==> src/hw/rtl/b2r_pkg.sv <==
package b2r_pkg;

    localparam int VALUE_W  = 12;
    localparam int DIGITS   = 4;
    localparam int SYM_W    = 3;

    typedef logic [VALUE_W-1:0] value_t;
    typedef logic [3:0]         digit_t;
    typedef logic [SYM_W-1:0]   sym_t;
    typedef logic [1:0]         place_t;

    // largest value that still has a numeral
    localparam value_t TOP_VALUE = value_t'(3999);
    // symbol code of the letter I, also the filler on an empty result
    localparam sym_t   SYM_I     = sym_t'(0);
    // symbol code of the letter M, the highest code in use
    localparam sym_t   SYM_M     = sym_t'(6);

    // decimal digits handed from the converter to the emitter
    typedef struct packed {
        logic                  vld;
        logic [DIGITS-1:0][3:0] dig;
    } bcd_t;

    typedef enum logic {
        DB_IDLE,
        DB_SHIFT
    } db_state_t;

    typedef enum logic {
        EM_IDLE,
        EM_RUN
    } em_state_t;

    // number of symbols one decimal digit turns into
    function automatic logic [2:0] dig_len(digit_t d);
        logic [2:0] r;
        case (d)
            4'd0:    r = 3'd0;
            4'd1:    r = 3'd1;
            4'd2:    r = 3'd2;
            4'd3:    r = 3'd3;
            4'd4:    r = 3'd2;
            4'd5:    r = 3'd1;
            4'd6:    r = 3'd2;
            4'd7:    r = 3'd3;
            4'd8:    r = 3'd4;
            4'd9:    r = 3'd2;
            default: r = 3'd0;
        endcase
        return r;
    endfunction

    // symbol number k of a digit at a decimal place
    function automatic sym_t dig_sym(digit_t d, place_t place, logic [2:0] k);
        sym_t one;
        sym_t five;
        sym_t ten;
        sym_t r;
        one  = {place, 1'b0};
        five = one + sym_t'(1);
        ten  = one + sym_t'(2);
        if (d == 4'd9)
        begin
            r = (k == 3'd0) ? one : ten;
        end
        else if (d >= 4'd5)
        begin
            r = (k == 3'd0) ? five : one;
        end
        else if (d == 4'd4)
        begin
            r = (k == 3'd0) ? one : five;
        end
        else
        begin
            r = one;
        end
        return r;
    endfunction

endpackage

==> src/hw/rtl/b2r_dabble.sv <==
module b2r_dabble (
    input  logic            clk,
    input  logic            rst_n,
    input  logic            load,
    input  b2r_pkg::value_t value,
    output b2r_pkg::bcd_t   bcd,
    output logic            busy
);
    import b2r_pkg::*;

    localparam int CNT_W = $clog2(VALUE_W);

    db_state_t               state_reg, state_next;
    value_t                  sh_reg, sh_next;
    logic [DIGITS*4-1:0]     bcd_reg, bcd_next;
    logic [CNT_W-1:0]        cnt_reg, cnt_next;
    logic                    done_reg, done_next;
    logic [DIGITS*4-1:0]     adj;
    logic                    last_bit;

    assign last_bit = (cnt_reg == CNT_W'(VALUE_W - 1));

    // next state
    always_comb
    begin
        state_next = state_reg;
        case (state_reg)
            DB_IDLE:
            begin
                if (load)
                begin
                    state_next = DB_SHIFT;
                end
            end
            DB_SHIFT:
            begin
                if (last_bit)
                begin
                    state_next = DB_IDLE;
                end
            end
            default: state_next = DB_IDLE;
        endcase
    end

    // add three to every digit of five or more before the shift
    always_comb
    begin
        for (int i = 0; i < DIGITS; i++)
        begin
            if (bcd_reg[i*4 +: 4] >= 4'd5)
            begin
                adj[i*4 +: 4] = bcd_reg[i*4 +: 4] + 4'd3;
            end
            else
            begin
                adj[i*4 +: 4] = bcd_reg[i*4 +: 4];
            end
        end
    end

    // datapath, one value bit per cycle
    always_comb
    begin
        sh_next   = sh_reg;
        bcd_next  = bcd_reg;
        cnt_next  = cnt_reg;
        done_next = 1'b0;
        case (state_reg)
            DB_IDLE:
            begin
                if (load)
                begin
                    sh_next  = value;
                    bcd_next = '0;
                    cnt_next = '0;
                end
            end
            DB_SHIFT:
            begin
                bcd_next  = {adj[DIGITS*4-2:0], sh_reg[VALUE_W-1]};
                sh_next   = {sh_reg[VALUE_W-2:0], 1'b0};
                cnt_next  = cnt_reg + CNT_W'(1);
                done_next = last_bit;
            end
            default: ;
        endcase
    end

    always_ff @(posedge clk or negedge rst_n)
    begin
        if (!rst_n)
        begin
            state_reg <= DB_IDLE;
            done_reg  <= 1'b0;
            cnt_reg   <= '0;
        end
        else
        begin
            state_reg <= state_next;
            done_reg  <= done_next;
            cnt_reg   <= cnt_next;
        end
    end

    always_ff @(posedge clk)
    begin
        sh_reg  <= sh_next;
        bcd_reg <= bcd_next;
    end

    assign bcd.vld = done_reg;
    assign bcd.dig = bcd_reg;
    assign busy    = (state_reg == DB_SHIFT) || done_reg;

    // digits come out only right after the last shift
    assert property (@(posedge clk) disable iff (!rst_n)
        done_reg |-> $past(state_reg == DB_SHIFT))
        else $error("bcd result without a finished shift run");

endmodule

==> src/hw/rtl/b2r_emit.sv <==
module b2r_emit (
    input  logic          clk,
    input  logic          rst_n,
    input  b2r_pkg::bcd_t bcd,
    output logic          vld,
    output b2r_pkg::sym_t sym,
    output logic          last,
    output logic          busy
);
    import b2r_pkg::*;

    em_state_t              state_reg, state_next;
    logic [DIGITS-1:0][3:0] dig_reg, dig_next;
    place_t                 pos_reg, pos_next;
    logic [2:0]             k_reg, k_next;
    logic                   vld_reg, vld_next;
    sym_t                   sym_reg, sym_next;
    logic                   last_reg, last_next;

    digit_t                 cur;
    logic [2:0]             cur_len;
    logic                   end_dig;
    logic [2:0]             lower;
    logic [2:0]             first;

    // highest nonzero digit below a limit, flag in the top bit
    function automatic logic [2:0] find_nz(logic [DIGITS-1:0][3:0] d, logic [2:0] lim);
        logic [2:0] r;
        r = 3'd0;
        for (int i = 0; i < DIGITS; i++)
        begin
            if ((3'(i) < lim) && (d[i] != 4'd0))
            begin
                r = {1'b1, 2'(i)};
            end
        end
        return r;
    endfunction

    assign cur     = dig_reg[pos_reg];
    assign cur_len = dig_len(cur);
    assign end_dig = (k_reg == cur_len - 3'd1);
    assign lower   = find_nz(dig_reg, {1'b0, pos_reg});
    assign first   = find_nz(bcd.dig, 3'(DIGITS));

    // next state
    always_comb
    begin
        state_next = state_reg;
        case (state_reg)
            EM_IDLE:
            begin
                if (bcd.vld)
                begin
                    state_next = EM_RUN;
                end
            end
            EM_RUN:
            begin
                if (end_dig && !lower[2])
                begin
                    state_next = EM_IDLE;
                end
            end
            default: state_next = EM_IDLE;
        endcase
    end

    // one symbol per cycle, walking digits from the top
    always_comb
    begin
        dig_next  = dig_reg;
        pos_next  = pos_reg;
        k_next    = k_reg;
        vld_next  = 1'b0;
        sym_next  = sym_reg;
        last_next = last_reg;
        case (state_reg)
            EM_IDLE:
            begin
                if (bcd.vld)
                begin
                    dig_next = bcd.dig;
                    pos_next = first[1:0];
                    k_next   = 3'd0;
                end
            end
            EM_RUN:
            begin
                vld_next  = 1'b1;
                sym_next  = dig_sym(cur, pos_reg, k_reg);
                last_next = end_dig && !lower[2];
                if (end_dig)
                begin
                    pos_next = lower[1:0];
                    k_next   = 3'd0;
                end
                else
                begin
                    k_next = k_reg + 3'd1;
                end
            end
            default: ;
        endcase
    end

    always_ff @(posedge clk or negedge rst_n)
    begin
        if (!rst_n)
        begin
            state_reg <= EM_IDLE;
            vld_reg   <= 1'b0;
        end
        else
        begin
            state_reg <= state_next;
            vld_reg   <= vld_next;
        end
    end

    always_ff @(posedge clk)
    begin
        dig_reg  <= dig_next;
        pos_reg  <= pos_next;
        k_reg    <= k_next;
        sym_reg  <= sym_next;
        last_reg <= last_next;
    end

    assign vld  = vld_reg;
    assign sym  = sym_reg;
    assign last = last_reg;
    assign busy = (state_reg == EM_RUN);

    // the closing beat of a run leaves the emitter idle
    assert property (@(posedge clk) disable iff (!rst_n)
        vld_reg && last_reg |-> state_reg == EM_IDLE)
        else $error("emitter still running after last beat");

    // new digits only arrive while idle
    assert property (@(posedge clk) disable iff (!rst_n)
        bcd.vld |-> state_reg == EM_IDLE)
        else $error("digits delivered to a running emitter");

    // no letter above M
    assert property (@(posedge clk) disable iff (!rst_n)
        vld_reg |-> sym_reg <= SYM_M)
        else $error("symbol code out of range");

endmodule

==> src/hw/rtl/binary_to_roman_numeral.sv <==
// Binary to Roman numeral converter.
// Command channel: drive value and pulse start; a beat is taken at a rising
// edge with start high and busy low. Results come out one beat per cycle on
// symbol/last/empty_res/out_of_range, marked by strobe for a single cycle;
// the receiver cannot hold them off. last marks the final beat of a run.
// Values 1..3999: the value is turned into four decimal digits one bit per
// cycle, the digits are handed over to the emitter, and the emitter
// produces one symbol per cycle, the n symbols of a numeral back to back;
// busy stays high until the last symbol is registered. The longest numeral,
// for 3888, has fifteen symbols.
// Zero and values above 3999 give a single empty beat on the cycle after
// acceptance and do not raise busy, so such items can be taken every cycle
// while busy is low. Reset clears the state registers and valid flags;
// no beat is pending after reset.
module binary_to_roman_numeral (
    input  logic            clk,
    input  logic            rst_n,
    input  logic            start,
    output logic            busy,
    input  b2r_pkg::value_t value,
    output logic            strobe,
    output b2r_pkg::sym_t   symbol,
    output logic            last,
    output logic            empty_res,
    output logic            out_of_range
);
    import b2r_pkg::*;

    logic   accept;
    logic   special;
    logic   spec_vld_reg;
    logic   spec_oor_reg;
    bcd_t   bcd;
    logic   db_busy;
    logic   em_vld;
    sym_t   em_sym;
    logic   em_last;
    logic   em_busy;

    assign accept  = start && !busy;
    assign special = (value == '0) || (value > TOP_VALUE);

    // empty result for zero and out of range values
    always_ff @(posedge clk or negedge rst_n)
    begin
        if (!rst_n)
        begin
            spec_vld_reg <= 1'b0;
        end
        else
        begin
            spec_vld_reg <= accept && special;
        end
    end

    always_ff @(posedge clk)
    begin
        spec_oor_reg <= (value > TOP_VALUE);
    end

    b2r_dabble u_dabble (
        .clk   (clk),
        .rst_n (rst_n),
        .load  (accept && !special),
        .value (value),
        .bcd   (bcd),
        .busy  (db_busy)
    );

    b2r_emit u_emit (
        .clk   (clk),
        .rst_n (rst_n),
        .bcd   (bcd),
        .vld   (em_vld),
        .sym   (em_sym),
        .last  (em_last),
        .busy  (em_busy)
    );

    assign busy         = db_busy || em_busy;
    assign strobe       = spec_vld_reg || em_vld;
    assign symbol       = spec_vld_reg ? SYM_I : em_sym;
    assign last         = spec_vld_reg ? 1'b1 : em_last;
    assign empty_res    = spec_vld_reg;
    assign out_of_range = spec_vld_reg && spec_oor_reg;

    // the two result sources never collide
    assert property (@(posedge clk) disable iff (!rst_n)
        !(spec_vld_reg && em_vld))
        else $error("empty beat and symbol beat in the same cycle");

    // an empty beat follows a taken command
    assert property (@(posedge clk) disable iff (!rst_n)
        spec_vld_reg |-> $past(accept))
        else $error("empty beat without a command");

endmodule
==> config.mk <==
export PLATFORM = sky130hd
export DESIGN_NAME = binary_to_roman_numeral
export DESIGN_NICKNAME = d
export VERILOG_FILES = /design/src/hw/rtl/b2r_pkg.sv /design/src/hw/rtl/b2r_dabble.sv /design/src/hw/rtl/b2r_emit.sv /design/src/hw/rtl/binary_to_roman_numeral.sv
export SDC_FILE = /design/constraint.sdc
export NUM_CORES = 1
export LEC_CHECK = 0
export BUFFER_PORTS_ARGS = -buffer_cell sky130_fd_sc_hd__buf_2
export CELL_PAD_IN_SITES_DETAIL_PLACEMENT = 0
export CELL_PAD_IN_SITES_GLOBAL_PLACEMENT = 1
export CORE_MARGIN = 2
export CORE_UTILIZATION = 53
export DETAILED_ROUTE_END_ITERATION = 7
export HOLD_SLACK_MARGIN = 0.1
export PLACE_DENSITY_LB_ADDON = 0.1
export SLEW_MARGIN = 40
export SYNTH_ARGS = -nofsm -noshare
export SYNTH_HDL_FRONTEND = slang
export SYNTH_SLANG_ARGS = --single-unit
export TNS_END_PERCENT = 20
==> constraint.sdc <==
create_clock -name clk -period 7.6 [get_ports clk]
set_input_delay 0.76 -clock clk [delete_from_list [all_inputs] [get_ports clk]]
set_output_delay 0.76 -clock clk [all_outputs]
set_load 0.05 [all_outputs]
=== After elaboration in Yosys (flattened, before gate mapping) ===
Memory sizes are Yosys's and may differ from the RTL's.
Cells that the tools add are included.

* Memories kept: 1
* Output and inout bits: 8
* Register bits after elaboration: 63
* Word-level logic and storage cells: 111
* Input bits: 15
* ROM bits: 48

{| class="wikitable"
|+ Memory list
! memory !! words !! width !! read ports !! clocked after memory_dff !! wr ports !! line !! source
|-
| (name not given) || 16 || 3 || 1 || 0 || 0 || b2r_pkg.sv:38 || <nowiki>case (d)</nowiki>
|}

* Magnitude comparators: 10
* Bitwise gates (word level): 2
* Add/subtract/negate cells: 9
* Eq/ne operators: 7
* Reduce and logical (&&, ||, !) cells: 25
* Mux-type cells: 40

{| class="wikitable"
|+ Operators with widths
! kind !! count
|-
| 3-bit two-way mux || 13
|-
| 16-bit case mux with 2 select lines || 1
|-
| 12-bit case mux with 2 select lines || 1
|-
| 4-bit nonzero test || 6
|-
| 4-bit by 3-bit >= comparator with 1-bit output (second input constant) || 5
|-
| 4-bit two-way mux || 5
|-
| 16-bit two-way mux || 1
|-
| 4-bit by 2-bit adder with 4-bit output (second input constant) || 3
|-
| 12-bit > comparator (second input constant) || 1
|-
| 12-bit logical NOT || 1
|-
| 12-bit two-way mux || 1
|-
| 2-bit two-way mux || 5
|-
| 4-bit binary-select mux with 2-bit select || 1
|-
| 4-bit equality test (second input constant) || 2
|-
| 1-bit logical AND || 8
|-
| 4-bit case mux with 2 select lines || 1
|-
| 1-bit two-way mux || 7
|-
| 3-bit by 1-bit adder with 3-bit output (second input constant) || 2
|-
| 3-bit by 2-bit adder with 3-bit output (second input constant) || 2
|-
| 3-bit case mux with 2 select lines || 1
|-
| 4-bit by 1-bit adder with 4-bit output (second input constant) || 1
|-
| 4-bit by 3-bit equality test with 1-bit output (second input constant) || 1
|-
| 1-bit logical OR || 4
|-
| 1-bit by 2-bit < comparator with 1-bit output (first input constant) || 2
|-
| 12 further kinds || 18
|}

=== Longest topological paths before layout ===
* Depth after elaboration: 9
* Mapped depth: 10
* Gate-level depth less buffers: 9

=== Hierarchy ===
A second synthesis with hierarchy kept.

* Cell total of the unflattened synthesis: 249
* Area, all modules: 3240.6 µm²

{| class="wikitable"
|+ By module, submodules not included
! module !! area an instance (µm²) !! cells each !! instances !! seq. area each (µm²)
|-
| b2r_dabble || 1751.7 || 141 || 1 || 991.0
|-
| b2r_emit || 1332.5 || 87 || 1 || 800.8
|-
| binary_to_roman_numeral || 156.4 || 21 || 1 || 45.0
|}

=== Worst setup path before layout ===
No wires, ideal clock.

* Path kind: flip-flop to flip-flop
* From: reg u_emit.pos_reg[0]
* To: reg u_emit.pos_reg[0], enable pin
* Data required time: 7298 ps
* Clock period less this slack: 2530 ps
* Path slack: 5070 ps
* Path buffers: 1
* Library setup time: 302 ps
* Arrival time: 2228 ps
* Cell stages (with the launch flop): 9
* Cells stage by stage: edfxtp_1 > buf_6 > mux4_2 > nand4bb_1 > o21a_1 > ha_1 > xor2_1 > xnor2_1 > a41o_1

* Word-level cells in the longest chain between the ends: 7

{| class="wikitable"
|+ Ends and longest elaborated chain
! what !! line !! source
|-
| start, declared || b2r_emit.sv:14 || <nowiki>place_t pos_reg, pos_next;</nowiki>
|-
| start signal, assigned || b2r_emit.sv:124 || <nowiki>pos_reg <= pos_next;</nowiki>
|-
| 4-bit binary-select mux with 2-bit select || b2r_emit.sv:40 || <nowiki>assign cur = dig_reg[pos_reg];</nowiki>
|-
| 4-bit two-way mux (implied by the code) || b2r_emit.sv:40 ||
|-
| memory read 16 x 3 bit || -- ||
|-
| 3-bit by 1-bit subtractor with 3-bit output || b2r_emit.sv:42 || <nowiki>assign end_dig = (k_reg == cur_len - 3'd1);</nowiki>
|-
| 3-bit equality test || b2r_emit.sv:42 ||
|-
| 2-bit inequality test (no line) || -- ||
|-
| 2-bit AND reduction (no line) || -- ||
|}

Every way passes these cells. The select of a mux whose other input is x is not followed.
A chain may end at the register's enable or synchronous reset.

=== Final worst setup path ===
* From: reg u_dabble.state_reg
* To: reg u_dabble.bcd_reg[14], enable pin

* Word-level cells in the longest chain between the ends: 6
* Elaborated cells on any way between the ends: 7
* Classes of those cells: eq/ne: 1; bitwise: 1; reduce/logical: 5

{| class="wikitable"
|+ Ends and longest elaborated chain
! what !! line !! source
|-
| start, declared || b2r_dabble.sv:13 || <nowiki>db_state_t state_reg, state_next;</nowiki>
|-
| start signal, assigned || b2r_dabble.sv:100 || <nowiki>state_reg <= state_next;</nowiki>
|-
| 1-bit logical OR || b2r_dabble.sv:114 || <nowiki>assign busy = (state_reg == DB_SHIFT) || done_reg;</nowiki>
|-
| 1-bit logical OR || binary_to_roman_numeral.sv:80 || <nowiki>assign busy = db_busy || em_busy;</nowiki>
|-
| 1-bit logical NOT || binary_to_roman_numeral.sv:40 || <nowiki>assign accept = start && !busy;</nowiki>
|-
| 1-bit logical AND || binary_to_roman_numeral.sv:40 ||
|-
| 1-bit logical AND || binary_to_roman_numeral.sv:64 || <nowiki>.load (accept && !special),</nowiki>
|-
| 2-bit by 1-bit inequality test with 1-bit output (no line) (*) || -- ||
|-
| end signal, assigned || b2r_dabble.sv:109 || <nowiki>bcd_reg <= bcd_next;</nowiki>
|-
| end, declared || b2r_dabble.sv:15 || <nowiki>logic [DIGITS*4-1:0] bcd_reg, bcd_next;</nowiki>
|}

Mark *: on every way between the ends. The rest lies on a longest branch, timed or not.

==> metrics <==
mapped cell area 0.00316 sq mm; core area around 0.006 sq mm; crit-path max FO 28; worst rel slew slack 0.561; fmax 339 MHz; final setup TNS 0 ps; input/output buffers 22; Synth top cells by count edfxtp_1, nor2_1, ha_1, nand2_1, inv_1; initial antenna violation count 0; unrepaired setup endpoints after global routing no; GPL Wtd Cong 0.802; worst path bufs/invs 1; ratio of cells with drive above 1 in the final layout 0.201; worst path required time 7550 ps; largest net degree at the start of global routing 29; Post-Syn Area per Cell 12.8 sq um; die width 81.2 microns; Iter 0 DRT Violations 103; Seq/Total Area, Yosys 0.582; total track usage 0.180; CP Class flip-flop to flip-flop; num rows 28; Tightest Pin Transition 658 ps; vias in the first global route between 1,500 and 2,000; Max-Cap Viols 0; Clock Pin Slew Worst Setup and Hold Paths 70 ps; post-cts hold buffer count 0; Pwr per Cell Area roughly 440 mW/mm^2; area leader, netlist edfxtp_1; type of the most critical hold path input pin to async pin; via count 1,906; Post-layout nets 306; Cells after Synth 246; CTS max path bufs 2; DRT Wirelength 5290 microns; fin. max-slew vios 0; first-pass GRT wire length 8760 microns; global route overflow 0; WP data arrival 2910 ps; root buf cell clkbuf_8; count of different cell masters after synthesis 42; Num CTS Buffers 9; Syn Nets 278; final core occ 0.602; Post-CTS Setup Inserts 0; CTS tree done; DRC Markers 0; delay-heaviest family, CP simple AND/OR/NAND/NOR gates; CTS-repair resized insts 0; Routed WL per cell between 10 and 15 microns; worst-path cell chain inv_1 > nand3_1 > nor3_1 > or2_2; post-route ant nets 0; H-tree depth 3; drt pass-1 iters 4; leading post-synthesis cells by cell area edfxtp_1, dfrtp_1, ha_1; status completed; num ports 23; Critical Path Source Type flip-flop; Ant. Diodes 0; CP max-delay cell dfrtp_1; Max IR drop VDD 212 uV; Top FF cell, synth edfxtp_1; Die H approximately 81 microns; Die ar. between 0.006 and 0.007 sq mm; fin crit period ~3000 ps; Area growth, synth to finish 11.5%; CP max stage delay 630 ps; DR vias/cell 5.38; EDFF count, synth 53; most instantiated library cell after synthesis edfxtp_1; Leakage 1.41 nW; Final Cycle Share 0.389; ys async rst share 0.143; Fin Hold WS roughly 280 ps; Clock Latency Late Sink 320 ps; CTS sink count 63; clock skew 6.84 ps; Yosys top cell area share 0.504; Initial Util 0.540; Hold Violations, Final 0; Warnings, synthesis 0; CP Capture Type flip-flop; Final setup viols 0; hpwl dp 3850 microns; FF+latch count, synth 63
[path summary, 6_finish.rpt]
| path | endpoint | from | slack [ps] | depth (start not counted) |
|---|---|---|---|---|
| min | u_dabble.cnt_reg[1] | rst_n | 280 | 1 |
| min in group clk | u_emit.dig_reg[13] | u_dabble.bcd_reg[13] | 510 | 0 |
| max in group asynchronous | u_emit.busy | rst_n | 7140 | 1 |
| max reg2reg | u_dabble.bcd_reg[14] | u_dabble.state_reg | 4650 | 4 |
| max | u_dabble.bcd_reg[14] | u_dabble.state_reg | 4650 | 4 |
| min reg2reg | u_emit.dig_reg[13] | u_dabble.bcd_reg[13] | 510 | 0 |
[worst reg2reg max path, stage by stage, from the launching register on]
cell and delay, ps:
dfrtp_1 630, inv_1 610, nand3_1 240, nor3_1 460, or2_2 630
[cell families after synthesis]
kind of cell             share of synthesized area
AND/OR/NAND/NOR                              0.129
flip-flops                                   0.582
AO/OA/AOI/OAI                               0.0777
buffers and inverters                       0.0285
multiplexers                                0.0745
adder cells (fa/ha/maj)                     0.0674
XOR/XNOR                                    0.0416
[layout by cell type, fill, tap and decap left out, drive strengths merged, types with 9 or more instances in the layout]
cell	count
edfxtp	53
buf	23
nor2	20
nand2	17
ha	17
inv	16
mux2	12
xnor2	12
clkbuf	11
nand2b	9
dfrtp	9
[cell type report]
class | count | area (sq um)
Timing Repair Buffer | 23 | 118
Tap cell | 75 | 93.8
Inverter | 16 | 60.1
Clock buffer | 11 | 131
Multi-Input combinational cell | 161 | 1230
Clock inverter | 5 | 48.8
Fill cell | 476 | 2330
Sequential cell | 63 | 1840
[metrics by stage]
step / instance area [sq um] / cells / power, mW / setup slack [ps]
final: 3520 / 354 / 1.53 / 4650
after global routing: 3520 / 354 / 1.65 / 4350
after CTS: 3520 / 354 / 1.55 / 4620
after detailed placement: 3340 / 338 / 1.27 / 4650
after global placement: 3340 / 338 / 1.26 / 4720
after floorplan: 3160 / 246 / 1.14 / 5070
[power breakdown]
| part | internal, mW | total (mW) | switching [mW] |
|---|---|---|---|
| Combinational | 0.249 | 0.571 | 0.322 |
| Sequential | 0.575 | 0.694 | 0.120 |
| Clock | 0.149 | 0.267 | 0.118 |
| Total | 0.973 | 1.53 | 0.560 |
[layer usage]
metal  part of all wire  wire length (microns)  GRT usage
met3              0.032                    171     0.0422
met5                  0                      0          0
met1               0.46                   2450      0.236
met2               0.50                   2630      0.284
met4             0.0060                     32     0.0814
No activity file was read; power rests on OpenSTA's default activity.
